--- config.mk ---
export PLATFORM = sky130hd
export DESIGN_NAME = bha_cell
export DESIGN_NICKNAME = d
export VERILOG_FILES = /design/src/hdl/bha_pkg.sv /design/src/hdl/bha_cell.sv
export SDC_FILE = /design/constraint.sdc
export NUM_CORES = 1
export LEC_CHECK = 0
export BUFFER_PORTS_ARGS = -buffer_cell sky130_fd_sc_hd__buf_4
export CAP_MARGIN = 20
export CELL_PAD_IN_SITES_DETAIL_PLACEMENT = 1
export CELL_PAD_IN_SITES_GLOBAL_PLACEMENT = 2
export CORE_UTILIZATION = 25
export DETAILED_ROUTE_END_ITERATION = 8
export GPL_TIMING_DRIVEN = 1
export PLACE_DENSITY = 0.83
export SLEW_MARGIN = 20
export SYNTH_ARGS = -nofsm -noshare
export SYNTH_HDL_FRONTEND = slang
export SYNTH_SLANG_ARGS = --single-unit
--- constraint.sdc ---
create_clock -name clk -period 2.6 [get_ports clk]
set_input_delay 0.26 -clock clk [delete_from_list [all_inputs] [get_ports clk]]
set_output_delay 0.26 -clock clk [all_outputs]
set_load 0.1 [all_outputs]
--- src/hdl/bha_pkg.sv ---
// Shared types, constants and codes of the band height aggregator.
package bha_pkg;

  localparam int BAND_MAX = 64;
  localparam int RAW_BITS = 16;
  localparam int CNT_W    = 7;
  localparam int D_W      = 17;
  localparam int SUM_W    = 23;
  localparam int SQ_W     = 38;
  localparam int VAR_W    = 44;
  localparam int RAD_W    = 76;
  localparam int ROOT_W   = 38;
  localparam int QUO_W    = 38;
  localparam int HGT_W    = 33;

  localparam logic [2:0] MODE_MEAN   = 3'd0;
  localparam logic [2:0] MODE_MIN    = 3'd1;
  localparam logic [2:0] MODE_MAX    = 3'd2;
  localparam logic [2:0] MODE_MEDIAN = 3'd3;
  localparam logic [2:0] MODE_STDDEV = 3'd4;

  localparam logic [1:0] CFG_AGG_MODE     = 2'd0;
  localparam logic [1:0] CFG_ZERO_COUNT   = 2'd1;
  localparam logic [1:0] CFG_HEIGHT_SCALE = 2'd2;

  typedef struct packed {
    logic [15:0] raw_count;
    logic        sample_valid;
    logic        region_ok;
    logic        last_sample;
  } in_data_t;

  typedef struct packed {
    logic signed [HGT_W-1:0] height;
    logic                    height_valid;
    logic [CNT_W-1:0]        valid_count;
  } out_data_t;

  typedef struct packed {
    logic                  ins;
    logic                  shl;
    logic signed [D_W-1:0] d;
  } cell_ctl_t;

  typedef enum logic [3:0] {
    S_IDLE,
    S_ACC,
    S_CLOSE,
    S_SHIFT,
    S_MUL,
    S_MULD,
    S_VAR1,
    S_VAR2,
    S_TLO,
    S_THI,
    S_SQGO,
    S_SQW,
    S_DIVW,
    S_EMIT
  } st_t;

endpackage

--- src/hdl/bha_cell.sv ---
// One sorted-chain cell: holds one sample, inserts in order, shifts toward cell zero.
module bha_cell (
  input  logic                           clk,
  input  bha_pkg::cell_ctl_t             ctl,
  input  logic                           occ,
  input  logic signed [bha_pkg::D_W-1:0] prev_val,
  input  logic                           prev_lt,
  input  logic signed [bha_pkg::D_W-1:0] next_val,
  output logic signed [bha_pkg::D_W-1:0] val,
  output logic                           lt
);

  logic signed [bha_pkg::D_W-1:0] val_r;
  logic signed [bha_pkg::D_W-1:0] val_nxt;

  assign lt  = !occ || (ctl.d < val_r);
  assign val = val_r;

  always_comb begin
    val_nxt = val_r;
    if (ctl.ins && lt) begin
      val_nxt = prev_lt ? prev_val : ctl.d;
    end else if (ctl.shl) begin
      val_nxt = next_val;
    end
  end

  always_ff @(posedge clk) begin
    val_r <= val_nxt;
  end

endmodule

==> metrics.yaml <==
floorplan:
  die_y_um: 78.2
  io_pins: 74
  core_area_um2: 5540
  die_x_um: 78.2
  die_area_um2: 6110
  rows: 27
  start_util_pct: 26.2
route:
  detail_route.first_pass.iterations: 2
  wl_per_cell_um: 14.2
  drt_first_iter_violations: 19
  vias: 1201
  postRouteAntennaNets: 0
  viasPerCell: 4.52
  routed_wl_mm: 3.77
  drc: 0
cts:
  cts_resized: 0
  cts.htree.levels: 1
  cts-root-buf: "clkbuf_8"
  clkSlewWorstSetupHoldPaths_ps: 80
  cts_hold_buf: 0
  clock-sinks: 17
  postCtsSetupBuffers: 0
  clock_latency_ps: 260
  cts_tree: "built"
  clockBufferDepth: 2
  numCtsBuffers: 3
sta:
  setup_viol: 0
  timing.hold.ws_ps: 296
  clock.fmax_mhz: 403
  finalHoldViolCount: 0
  finalCritPeriodShare_pct: 95.4
  finalClockSkew_ps: 4.07
  rsz0062_at_grt: "false"
  worst_pin_slew_ps: 368
  final_max_slew_viol_count: 0
  max_slew_margin_pct: 75.2
  period_needed_ps: 2480
yosys:
  synthTopCellsByArea: "edfxtp_1, mux2_2, ha_1"
  syn_nets: 190
  synth_top_cells_by_count: "mux2_2, inv_1, edfxtp_1"
  synth_flop_cell: "edfxtp_1"
  synth_edf_count: 17
  yosysTopAreaCell: "edfxtp_1"
  synth_seq_cells: 17
  synthCells: 118
  syn_avg_cell_area_um2: 12.3
  syn-cell-area_um2: 1450
  yosysUniqueCellTypes: 25
  async_flop_share_pct: 0
  ys_warn_count: 0
  synth_top_area_share_pct: 35.2
  synth_seq_area_share_pct: 35.2
  synthMostInstantiatedCell: "mux2_2"
placement:
  dpl_cell_area_um2: 2120
  gp_congestion: 0.750
  portBuffers: 73
  dpl.hpwl_mm: 3.17
layout:
  num-fill-cells: 633
  diodes: 0
  final_util_pct: 39.2
  largest_reg_flops: 17
  syn_to_final_growth_pct: 49.7
  final_layout_size_suffix_gt1_share_pct: 64.4
  nNetsFinal: 267
  finalInstanceArea_um2: 2170
worst_setup_path:
  ff2ff_setup_slack_ps: 240
  worst_ep_arrival_time_ps: 2220
  crit_fanout: 2
  crit_path_start_kind: "register"
  critPathCaptureType: "output pin"
  critPathKind: "reg2out"
  cp.required_ps: 2340
flow_run:
  drv_cap: 0
global_routing:
  antenna_found_initial: 0
  grt_overflow_total: 0
  track_usage_pct: 12.5
  grt_pass1_vias: 1304
  grt_max_degree: 18
  grt_pass1_wl_mm: 6.04
worst_hold_path:
  hold_class: "in2reg"
status:
  outcome: "finished clean"
power:
  ir_drop_mv: 0.192
  power.density_nw_per_um2: 559
  total_power_mw: 1.21
  p_leak_nw: 1.02
-- worst max-delay path, cell delays in order (launching register included) --
cell and delay, ps:
edfxtp_1 350, inv_1 50, ha_1 310, a211oi_2 180, o221ai_1 160, a211oi_2 290, o221ai_1 200, nand2b_4 110
buf_4 290
-- final timing paths --
check | to | start | cells past startpoint
setup / recovery | lt | val[2] | 8
setup reg to reg | val[4] | val[2] | 8
hold / removal | val[9] | next_val[9] | 2
hold reg to reg | val[14] | val[16] | 6
-- cell families after synthesis --
| group | share of synthesized area [%] |
|---|---|
| compound gates | 8.89 |
| fa+ha+maj | 13.8 |
| buf+inv | 7.94 |
| flops | 35.2 |
| mux | 28.7 |
| simple gates | 5.44 |
-- metrics by stage --
step | setup slack, ps | instances | setup TNS [ps]
2_1_floorplan | -298 | 118 | -9210
3_3_place_gp | 257 | 262 | 0
3_5_place_dp | 213 | 262 | 0
4_1_cts | 107 | 266 | 0
5_1_grt | 52.4 | 266 | 0
6_report | 120 | 266 | 0
-- cell type report --
type	count	area, um2	share of cell area (%)
clock inverters	1	5.00	0.231
well taps	72	90.1	4.15
clock buffers	3	41.3	1.90
repair buffers	76	571	26.3
multi-input cells	78	882	40.6
inverters	19	71.3	3.29
flip-flops and latches	17	510	23.5
-- report_power, final --
part | total, mW | internal (mW) | switching [mW]
combinational | 0.638 | 0.231 | 0.407
clock | 0.210 | 0.107 | 0.104
sequential | 0.366 | 0.347 | 0.0189
-- layer usage --
| layer | vias to the layer above | share of wire, % | global-route usage, % |
|---|---|---|---|
| li1 | 588 | - | - |
| met1 | 555 | 43 | 14.0 |
| met2 | 52 | 49 | 23.4 |
| met3 | 6 | 6.2 | 2.33 |
| met4 | 0 | 1.9 | 4.63 |
| met5 | - | 0 | 0 |
-- cells in the final DEF, fill, tap and decap left out --
cell and count:
nand2b_4 1, o21ai_0 4, mux2_2 25, o211a_1 1
nor2_1 3, o2111ai_1 1, nand4_1 2, inv_1 16
a211oi_1 2, a2111oi_4 1, mux2_4 9, buf_4 76
a211oi_2 2, nand2_1 1, clkinv_2 1, or2_0 1
ha_1 13, a21o_1 1, inv_2 3, edfxtp_1 17
o221ai_1 2, or2_4 1, ha_4 3, nor2b_1 1
and4_1 3, clkbuf_8 3, o21a_1 1
No activity file was read; power rests on OpenSTA's default activity.
