**src/hdl/bha_pkg.sv**
```systemverilog
// Shared types, constants and codes of the band height aggregator.
package bha_pkg;

  localparam int BAND_MAX = 64;
  localparam int RAW_BITS = 16;
  localparam int CNT_W    = 7;
  localparam int D_W      = 17;
  localparam int SUM_W    = 23;
  localparam int SQ_W     = 38;
  localparam int VAR_W    = 44;
  localparam int RAD_W    = 76;
  localparam int ROOT_W   = 38;
  localparam int QUO_W    = 38;
  localparam int HGT_W    = 33;

  localparam logic [2:0] MODE_MEAN   = 3'd0;
  localparam logic [2:0] MODE_MIN    = 3'd1;
  localparam logic [2:0] MODE_MAX    = 3'd2;
  localparam logic [2:0] MODE_MEDIAN = 3'd3;
  localparam logic [2:0] MODE_STDDEV = 3'd4;

  localparam logic [1:0] CFG_AGG_MODE     = 2'd0;
  localparam logic [1:0] CFG_ZERO_COUNT   = 2'd1;
  localparam logic [1:0] CFG_HEIGHT_SCALE = 2'd2;

  typedef struct packed {
    logic [15:0] raw_count;
    logic        sample_valid;
    logic        region_ok;
    logic        last_sample;
  } in_data_t;

  typedef struct packed {
    logic signed [HGT_W-1:0] height;
    logic                    height_valid;
    logic [CNT_W-1:0]        valid_count;
  } out_data_t;

  typedef struct packed {
    logic                  ins;
    logic                  shl;
    logic signed [D_W-1:0] d;
  } cell_ctl_t;

  typedef enum logic [3:0] {
    S_IDLE,
    S_ACC,
    S_CLOSE,
    S_SHIFT,
    S_MUL,
    S_MULD,
    S_VAR1,
    S_VAR2,
    S_TLO,
    S_THI,
    S_SQGO,
    S_SQW,
    S_DIVW,
    S_EMIT
  } st_t;

endpackage

```
**src/hdl/bha_sqrt.sv**
```systemverilog
// Digit-by-digit integer square root: one root bit per cycle.
module bha_sqrt (
  input  logic                        clk,
  input  logic                        rst_n,
  input  logic                        start,
  input  logic [bha_pkg::RAD_W-1:0]   radicand,
  output logic [bha_pkg::ROOT_W-1:0]  root,
  output logic                        done
);

  logic [bha_pkg::RAD_W-1:0]  rad_r;
  logic [bha_pkg::ROOT_W:0]   rem_r;
  logic [bha_pkg::ROOT_W-1:0] root_r;
  logic [5:0]                 cnt_r;
  logic                       busy_r;
  logic                       done_r;
  logic [bha_pkg::ROOT_W+2:0] rem_sh;
  logic [bha_pkg::ROOT_W+2:0] trial;
  logic                       ge;

  assign rem_sh = {rem_r, rad_r[bha_pkg::RAD_W-1 -: 2]};
  assign trial  = {1'b0, root_r, 2'b01};
  assign ge     = rem_sh >= trial;
  assign root   = root_r;
  assign done   = done_r;

  always_ff @(posedge clk) begin
    if (!rst_n) begin
      busy_r <= 1'b0;
      done_r <= 1'b0;
      cnt_r  <= '0;
    end else begin
      done_r <= !start && busy_r && (cnt_r == 6'd0);
      if (start) begin
        busy_r <= 1'b1;
        cnt_r  <= 6'(bha_pkg::ROOT_W - 1);
      end else if (busy_r) begin
        cnt_r <= cnt_r - 6'd1;
        if (cnt_r == 6'd0) begin
          busy_r <= 1'b0;
        end
      end
    end
  end

  always_ff @(posedge clk) begin
    if (start) begin
      rad_r  <= radicand;
      rem_r  <= '0;
      root_r <= '0;
    end else if (busy_r) begin
      rad_r  <= {rad_r[bha_pkg::RAD_W-3:0], 2'b00};
      rem_r  <= ge ? (bha_pkg::ROOT_W+1)'(rem_sh - trial) : rem_sh[bha_pkg::ROOT_W:0];
      root_r <= {root_r[bha_pkg::ROOT_W-2:0], ge};
    end
  end

endmodule

```
**config.mk**
```make
export PLATFORM = sky130hd
export DESIGN_NAME = bha_sqrt
export DESIGN_NICKNAME = d
export VERILOG_FILES = /design/src/hdl/bha_pkg.sv /design/src/hdl/bha_sqrt.sv
export SDC_FILE = /design/constraint.sdc
export NUM_CORES = 1
export LEC_CHECK = 0
export ABC_AREA = 1
export BUFFER_PORTS_ARGS = -buffer_cell sky130_fd_sc_hd__buf_2
export CAP_MARGIN = 15
export CORE_ASPECT_RATIO = 2
export CORE_MARGIN = 2
export CORE_UTILIZATION = 60
export CTS_BUF_LIST = sky130_fd_sc_hd__clkbuf_4
export CTS_CLUSTER_DIAMETER = 30
export DETAILED_ROUTE_END_ITERATION = 8
export PLACE_DENSITY = 0.87
export SYNTH_ARGS = -nofsm -noshare
export SYNTH_HDL_FRONTEND = slang
export SYNTH_SLANG_ARGS = --single-unit
```
**constraint.sdc**
```tcl
create_clock -name clk -period 8.4 [get_ports clk]
set_clock_uncertainty 0.1 [all_clocks]
set_input_delay 0.84 -clock clk [delete_from_list [all_inputs] [get_ports clk]]
set_output_delay 0.84 -clock clk [all_outputs]
set_load 0.005 [all_outputs]
```
==> reports/qor.yml <==
status: "finished, final reports clean"
cts_inserted_buffers: 17
fill_cells: 1459
path_class: "in2reg"
min_path_type: "reg2reg"
cts_tree: "built"
pin_count: 118
p_per_area_nw_per_um2: 456
max-vdd-ir-drop_mv: 0.445
path_cells: "buf_2, buf_4, nor2_2, buf_4, inv_4, buf_4"
crit_start: "start"
syn_nets: 1497
ant_nets: 0
seqCellArea_sq_um: 3980
slew_violations: 0
crit_fanout: 81
cts_hold_buf: 0
syn_area_sq_um: 9520
worst_setup_path_start_kind: "input pin"
die_w_um: 93.1
setup_viol: 0
instances_no_fill: 1691
clk_pin_slew_ps: 130
cap_violations: 0
synth_cells: 1376
clk_latency_ps: 600
crit_path_frequent_cell: "buf_4"
grt_max_degree: 82
fin_nets: 1597
area.growth.synth_to_final_pct: 10.1
final_hold_viol_count: 0
dpl.cell_count: 1657
overflow: 0
cts-resized-gates: 0
num_vias: 8826
grt_use_total_pct: 28.5
fin_util_pct: 67.1
worstPathArrival_ps: 3170
initial_core_util_pct: 61.0
rsz0062_at_grt: "no"
antenna_found_initial: 1
crit_slowest_cell: "buf_4"
grt_pass1_vias: 8513
min_period_ps: 3040
numPortBuffers: 117
num_rows: 65
crit_path_end_kind: "flip-flop"
ys_seq_area_share_pct: 41.8
drt_wl_total_um: 23500
slew_headroom_pct: 40.0
cts_setup_buffers: 0
crit_required_ps: 8520
p_total_uw: 4780
core_area_sq_um: 15600
yosysWarnings: 0
die_area_sq_um: 17000
finalCritPeriodShare_pct: 36.2
dr.pass1.iters: 5
synth_cell_types: 39
wire_per_inst_um: 13.9
h-tree-depth: 4
die_y_um: 182
worstHoldStart: "rem_r[27]$_SDFFE_PP0P_"
cts_root_buf: "clkbuf_4"
synth_seq_cells: 161
postSynthAreaPerCell_sq_um: 6.92
p_leak_uw: 0.00558
drive_gt1_share_pct: 11.9
grt_pass1_wl_um: 39100
drc: 0
async_flop_share_pct: 0
worstReg2RegStart: "root[1]$_SDFFE_PP0P_"
viasPerCell: 5.22
synth_ff_type: "dfxtp_1"
cts_num_sinks: 161
tightest_slew_ps: 899
fmax_mhz: 329
slowest_delay_ps: 790
synth_edf_count: 76
gp_congestion: 0.991
drtIter0Drc: 617
finalSetupTns_ps: 0
dp_hpwl_um: 17200
multi_input_area_sq_um: 4610
cts_buffer_depth: 2
==> cell usage in the layout (no fill, tap or decap), types with 17 or more instances in the layout <==
cell      instances
clkbuf_4         17
o22ai_1          37
dfxtp_1          85
inv_1           189
buf_2           117
nand3_1          89
edfxtp_1         76
nand2_1         594
ha_1             42
a21oi_1          28
xnor2_1          19
nor2_1           85
o21ai_1          17
==> worst max-delay path, delay by kind of cell <==
family	cells	cell delay [ps]
buf+inv	5	2190
simple gates	1	50
==> Yosys cell counts (17+ instances only) <==
master	n	area, sq um
edfxtp_1	76	2280
inv_1	190	713
ha_1	42	526
o22ai_1	37	231
xnor2_1	19	166
nand2_1	594	2230
nor2_1	87	327
nand3_1	89	445
clkbuf_1	29	109
a21oi_1	28	140
dfxtp_1	85	1700
o21ai_1	17	85.1
==> cell families (layout without fill, tap and decap cells) <==
kind of cell	Yosys count	in the layout	share of synthesized area (%)
AOI/OAI and AO/OA	104	104	6.24
adders and majority gates	42	42	5.52
xor gates and xnor gates	21	21	1.93
other	0	1	0
and+or+nand+nor	809	809	34.7
buffers and inverters	239	352	9.80
DFF	161	161	41.8
==> metal layers <==
metal	vias up	wire length (um)	global-route usage (%)
met1	4011	9850	35.4
met2	240	11900	49.2
met3	59	984	3.96
li1	4516	-	-
met5	-	0	0
met4	0	768	11.7
==> where the power goes <==
group / leakage (uW) / internal, uW / switching [uW]
Sequential: 0.00147 / 948 / 66.5
Combinational: 0.00398 / 1090 / 2240
Clock: 0.000131 / 125 / 309
Total: 0.00558 / 2160 / 2620
==> registers in the layout (all words and copies together) (netlist names) <==
name and cells:
rad_r 76, rem_r 39, root 38, cnt_r 6, busy_r 1, done 1
==> metrics by stage <==
step	worst slack (ps)	cell area [sq um]	hold slack, ps
2_1_floorplan	4280	9520	330
3_3_place_gp	4800	10200	345
3_5_place_dp	4770	10200	360
4_1_cts	5390	10500	363
5_1_grt	5170	10500	381
6_report	5360	10500	382
==> final timing paths <==
| path | depth (start not counted) | slack (ps) | endpoint |
|---|---|---|---|
| worst max-delay path | 6 | 5360 | rad_r[12]$_DFFE_PP_ |
| worst min register to register | 2 | 380 | rem_r[27]$_SDFFE_PP0P_ |
| worst min-delay path | 2 | 380 | rem_r[27]$_SDFFE_PP0P_ |
| worst max register to register | 16 | 5390 | rem_r[36]$_SDFFE_PP0P_ |
==> final cells by class <==
| cell class | instances | share of cell area, % |
|---|---|---|
| inverter | 197 | 7.08 |
| sequential | 161 | 38.0 |
| tap | 201 | 2.40 |
| timing repair buffer | 123 | 6.14 |
| antenna | 1 | 0.0239 |
| clock inverter | 15 | 1.17 |
| multi-input combinational | 976 | 44.0 |
| clock buffer | 17 | 1.22 |
Power figures use the tool's default switching activity.
