--- config.mk ---
export PLATFORM = sky130hd
export DESIGN_NAME = bha_div
export DESIGN_NICKNAME = d
export VERILOG_FILES = /design/src/hdl/bha_pkg.sv /design/src/hdl/bha_div.sv
export SDC_FILE = /design/constraint.sdc
export NUM_CORES = 1
export LEC_CHECK = 0
export BUFFER_PORTS_ARGS = -buffer_cell sky130_fd_sc_hd__buf_2
export CAP_MARGIN = 40
export CORE_ASPECT_RATIO = 0.75
export CORE_MARGIN = 4
export CORE_UTILIZATION = 30
export DETAILED_ROUTE_END_ITERATION = 8
export GPL_TIMING_DRIVEN = 0
export SETUP_SLACK_MARGIN = 0.02
export SYNTH_ARGS = -nofsm -noshare
export SYNTH_HDL_FRONTEND = slang
export SYNTH_SLANG_ARGS = --single-unit
--- constraint.sdc ---
create_clock -name clk -period 2.4 [get_ports clk]
set_clock_uncertainty 0.15 [all_clocks]
set_input_delay 0.48 -clock clk [delete_from_list [all_inputs] [get_ports clk]]
set_output_delay 0.48 -clock clk [all_outputs]
set_load 0.01 [all_outputs]
--- src/hdl/bha_pkg.sv ---
// Shared types, constants and codes of the band height aggregator.
package bha_pkg;

  localparam int BAND_MAX = 64;
  localparam int RAW_BITS = 16;
  localparam int CNT_W    = 7;
  localparam int D_W      = 17;
  localparam int SUM_W    = 23;
  localparam int SQ_W     = 38;
  localparam int VAR_W    = 44;
  localparam int RAD_W    = 76;
  localparam int ROOT_W   = 38;
  localparam int QUO_W    = 38;
  localparam int HGT_W    = 33;

  localparam logic [2:0] MODE_MEAN   = 3'd0;
  localparam logic [2:0] MODE_MIN    = 3'd1;
  localparam logic [2:0] MODE_MAX    = 3'd2;
  localparam logic [2:0] MODE_MEDIAN = 3'd3;
  localparam logic [2:0] MODE_STDDEV = 3'd4;

  localparam logic [1:0] CFG_AGG_MODE     = 2'd0;
  localparam logic [1:0] CFG_ZERO_COUNT   = 2'd1;
  localparam logic [1:0] CFG_HEIGHT_SCALE = 2'd2;

  typedef struct packed {
    logic [15:0] raw_count;
    logic        sample_valid;
    logic        region_ok;
    logic        last_sample;
  } in_data_t;

  typedef struct packed {
    logic signed [HGT_W-1:0] height;
    logic                    height_valid;
    logic [CNT_W-1:0]        valid_count;
  } out_data_t;

  typedef struct packed {
    logic                  ins;
    logic                  shl;
    logic signed [D_W-1:0] d;
  } cell_ctl_t;

  typedef enum logic [3:0] {
    S_IDLE,
    S_ACC,
    S_CLOSE,
    S_SHIFT,
    S_MUL,
    S_MULD,
    S_VAR1,
    S_VAR2,
    S_TLO,
    S_THI,
    S_SQGO,
    S_SQW,
    S_DIVW,
    S_EMIT
  } st_t;

endpackage

--- src/hdl/bha_div.sv ---
// Restoring divider: one quotient bit per cycle.
module bha_div (
  input  logic                       clk,
  input  logic                       rst_n,
  input  logic                       start,
  input  logic [bha_pkg::QUO_W-1:0]  dividend,
  input  logic [bha_pkg::CNT_W-1:0]  divisor,
  output logic [bha_pkg::QUO_W-1:0]  quotient,
  output logic                       done
);

  logic [bha_pkg::QUO_W-1:0] dvd_r;
  logic [bha_pkg::CNT_W-1:0] rem_r;
  logic [bha_pkg::CNT_W-1:0] dsr_r;
  logic [5:0]                cnt_r;
  logic                      busy_r;
  logic                      done_r;
  logic [bha_pkg::CNT_W:0]   rem_sh;
  logic                      ge;

  assign rem_sh   = {rem_r, dvd_r[bha_pkg::QUO_W-1]};
  assign ge       = rem_sh >= {1'b0, dsr_r};
  assign quotient = dvd_r;
  assign done     = done_r;

  always_ff @(posedge clk) begin
    if (!rst_n) begin
      busy_r <= 1'b0;
      done_r <= 1'b0;
      cnt_r  <= '0;
    end else begin
      done_r <= !start && busy_r && (cnt_r == 6'd0);
      if (start) begin
        busy_r <= 1'b1;
        cnt_r  <= 6'(bha_pkg::QUO_W - 1);
      end else if (busy_r) begin
        cnt_r <= cnt_r - 6'd1;
        if (cnt_r == 6'd0) begin
          busy_r <= 1'b0;
        end
      end
    end
  end

  always_ff @(posedge clk) begin
    if (start) begin
      dvd_r <= dividend;
      rem_r <= '0;
      dsr_r <= divisor;
    end else if (busy_r) begin
      rem_r <= ge ? bha_pkg::CNT_W'(rem_sh - {1'b0, dsr_r}) : rem_sh[bha_pkg::CNT_W-1:0];
      dvd_r <= {dvd_r[bha_pkg::QUO_W-2:0], ge};
    end
  end

endmodule

==> impl_metrics.csv <==
group,metric,value,unit
cts,cts_root_buf,"clkbuf_16",
layout,area_delta_synth_final,30.6,%
cts,path_clk_slew,0.05,ns
detailed_routing,drt_iter0_markers,124,
detailed_routing,wl_per_cell,14.7,um
setup_path,cpPeakStageDelay,0.40,ns
floorplanning,core-area,9700,um2
global_routing,grt_max_degree,36,
worst_hold_path,hp-start,"divisor[4]",
pwr,leakage,1.62,nW
worst_hold_path,hp-class,"in2reg",
cts,clock_latency,0.32,ns
cts,cts_buffers,9,
pwr,ir_worst_vdd,0.392,mV
placement,dpl_cell_area,3600,um2
pwr,power_density,751,nW/um2
sta,rsz0062_at_grt,"no",
placement,routabilityCongestion,0.820,
sta,min_period,2.27,ns
floorplanning,dieArea,11600,um2
yosys,syn_inst,228,
floorplanning,die_height,94.4,um
sta,timing_hold_violations_final,0,
setup_path,regToRegSetupSlack,0.13,ns
detailed_routing,viasPerCell,4.72,
yosys,ys_seq_elements,60,
yosys,ys_seq_area_frac,0.553,
global_routing,grt-ovfl-total,0,
floorplanning,io_pins,87,
yosys,synth.avg_cell_area,13.1,um2
detailed_routing,route.vias.total,2188,
sta,report.final.slew_viol_count,0,
placement,place_hpwl,5.10,mm
job,max_cap_viol_count,0,
setup_path,critPathSlowestCell,"edfxtp_1",
global_routing,antenna_found_initial,0,
layout,final_area,3900,um2
sta,relSlewSlack,0.638,
sta,period_share,0.947,
floorplanning,std_cell_rows,31,
setup_path,crit_chain,"inv_1 -> ha_1 -> fa_2 -> nand2b_4 -> a211o_4 -> a41o_1 -> a31o_1",
sta,tightest_slew,0.543,ns
cts,hold_buffers,0,
setup_path,start_kind,"flip-flop",
global_routing,grtUsageTotal,0.123,
yosys,synthDistinctLibCells,47,
setup_path,arrival,2.34,ns
setup_path,end_kind,"flip-flop",
placement,io_buffers,86,
detailed_routing,drt-total-wl,6.84,mm
sta,timing.hold.ws,0.184,ns
layout,drive_gt1_frac,0.479,
setup_path,crit_path_start,"quotient[37]",
sta,setup_viol,0,
yosys,synthTopCellsByArea,"edfxtp_1, mux2_2, dfxtp_1",
detailed_routing,drt_first_pass_iters,4,
global_routing,grt_pass1_wl,10.8,mm
global_routing,grt_pass1_vias,2197,
cts,htree_levels,3,
yosys,syn_area,2990,um2
yosys,synth_top_area_cell,"edfxtp_1",
yosys,yosysWarnings,0,
floorplanning,initial_core_util,0.308,
cts,clkSinkCount,60,
run_status,status,"complete, no violations",
setup_path,crit_type,"reg2reg",
yosys,synthesis.nets,286,
cts,cts_max_path_buffers,2,
detailed_routing,ant_nets,0,
sta,fmax,0.440,GHz
detailed_routing,drc,0,
setup_path,critPathMaxFanout,6,
setup_path,worstReg2RegStart,"quotient[37]",
setup_path,crit_required,2.46,ns
floorplanning,die-width,123,um
layout,nets,385,
yosys,yosysTopAreaCellShare,0.453,
cts,cts_tree,"yes",
layout,diodes,0,
[layout make-up]
type / instances / area [um2]
Timing Repair Buffer: 88 / 458
Clock inverter: 2 / 8.76
Buffer: 11 / 52.6
Inverter: 13 / 48.8
Tap cell: 132 / 165
Sequential cell: 60 / 1650
Clock buffer: 14 / 264
Fill cell: 954 / 5800
Multi-Input combinational cell: 144 / 1250
[through the flow]
step                instances  total power [mW]  setup TNS (ns)  utilization  worst slack, ns
floorplan                 228              1.58               0            -            0.133
global route              464              3.08               0        0.402           0.0592
global placement          446              1.75          -20.96        0.369           -0.555
finish                    464              2.93               0        0.402            0.127
detailed placement        447              1.77           -4.64        0.371           -0.133
CTS                       464              2.97               0        0.401           0.0329
[per-layer routing]
metal  GRT usage  wire length [um]
met1       0.159              3190
met2       0.180              2970
met3      0.0485               501
met4      0.0618               175
met5           0                 0
[sequential cells by signal (all words and copies together), names as in the netlist]
| name | count |
|---|---|
| rem_r | 7 |
| cnt_r | 6 |
| busy_r | 1 |
| quotient | 38 |
| done | 1 |
| dsr_r | 7 |
[cells in the mapped netlist (all sizes together)]
library cell	number
a311oi	1
nor2b	3
a311o	1
nor2	11
inv	13
fa	1
and4	1
o31ai	3
o21a	4
xor2	2
nor3	6
nand3b	4
nand4	2
nor3b	6
a21oi	1
dfxtp	15
nand2	8
a41o	2
nor4	1
nand2b	4
o21ai	3
or4b	1
buf	9
a21o	1
clkbuf	2
or2	2
o2111a	1
or3b	1
and2b	1
a211oi	6
a41oi	2
o22a	1
ha	9
xnor2	5
nand3	3
or3	1
mux2	38
and2	1
edfxtp	45
o311ai	3
a31o	2
o2111ai	1
a211o	1
[cells by family (layout without fill, tap and decap cells)]
family,after synthesis,in the layout,share of synthesized area
buf+inv,24,128,0.0339
xor+xnor,7,7,0.0205
compound gates,33,33,0.0943
fa+ha+maj,10,10,0.0444
flops,60,60,0.553
mux,38,38,0.143
simple gates,56,56,0.110
[placed cells by master (no fill, tap or decap), types with 2 or more instances in the layout]
| cell type | netlist | final |
|---|---|---|
| buf_2 | 9 | 95 |
| nor3_1 | 6 | 6 |
| clkbuf_16 | 0 | 9 |
| inv_1 | 13 | 13 |
| xor2_1 | 2 | 2 |
| edfxtp_1 | 45 | 45 |
| a41o_1 | 2 | 2 |
| ha_1 | 9 | 9 |
| xnor2_1 | 5 | 5 |
| nor2_1 | 11 | 11 |
| nand3_2 | 2 | 2 |
| o21ai_0 | 2 | 2 |
| dfxtp_1 | 15 | 15 |
| nand2_1 | 8 | 8 |
| nand2b_1 | 3 | 2 |
| or2_2 | 2 | 2 |
| nand3b_1 | 4 | 4 |
| a211oi_1 | 4 | 4 |
| clkbuf_8 | 0 | 2 |
| mux2_2 | 38 | 38 |
| clkbuf_1 | 2 | 5 |
| a31o_1 | 2 | 2 |
| o31ai_1 | 3 | 3 |
| nor3b_1 | 6 | 6 |
| nor2b_1 | 3 | 3 |
| nand4_1 | 2 | 2 |
| o21a_1 | 4 | 4 |
| a41oi_1 | 2 | 2 |
| o311ai_1 | 3 | 3 |
[what timing repair did]
action,in CTS,in global routing
setup buffers,1,0
resized for setup,1,3
endpoints found under the setup margin,2,4
endpoints found under the hold margin,0,0
[report_power, final]
group,internal [mW],switching (mW)
registers,1.23,0.0522
logic,0.226,0.245
clock network,0.749,0.419
total,2.21,0.716
[path summary, 6_finish.rpt]
kind / end / cells after the start
setup / recovery: rem_r[3] / 7
hold / removal: dsr_r[4] / 1
setup reg to reg: rem_r[3] / 7
hold reg to reg: cnt_r[1] / 2
[critical path, delay by kind of cell, from the launching register on]
family | cells | cell delay [ns]
compound gates | 3 | 0.80
fa+ha+maj | 2 | 0.57
buf+inv | 1 | 0.06
flops | 1 | 0.40
simple gates | 1 | 0.18
Note: power is estimated with default switching activity, not from simulation.
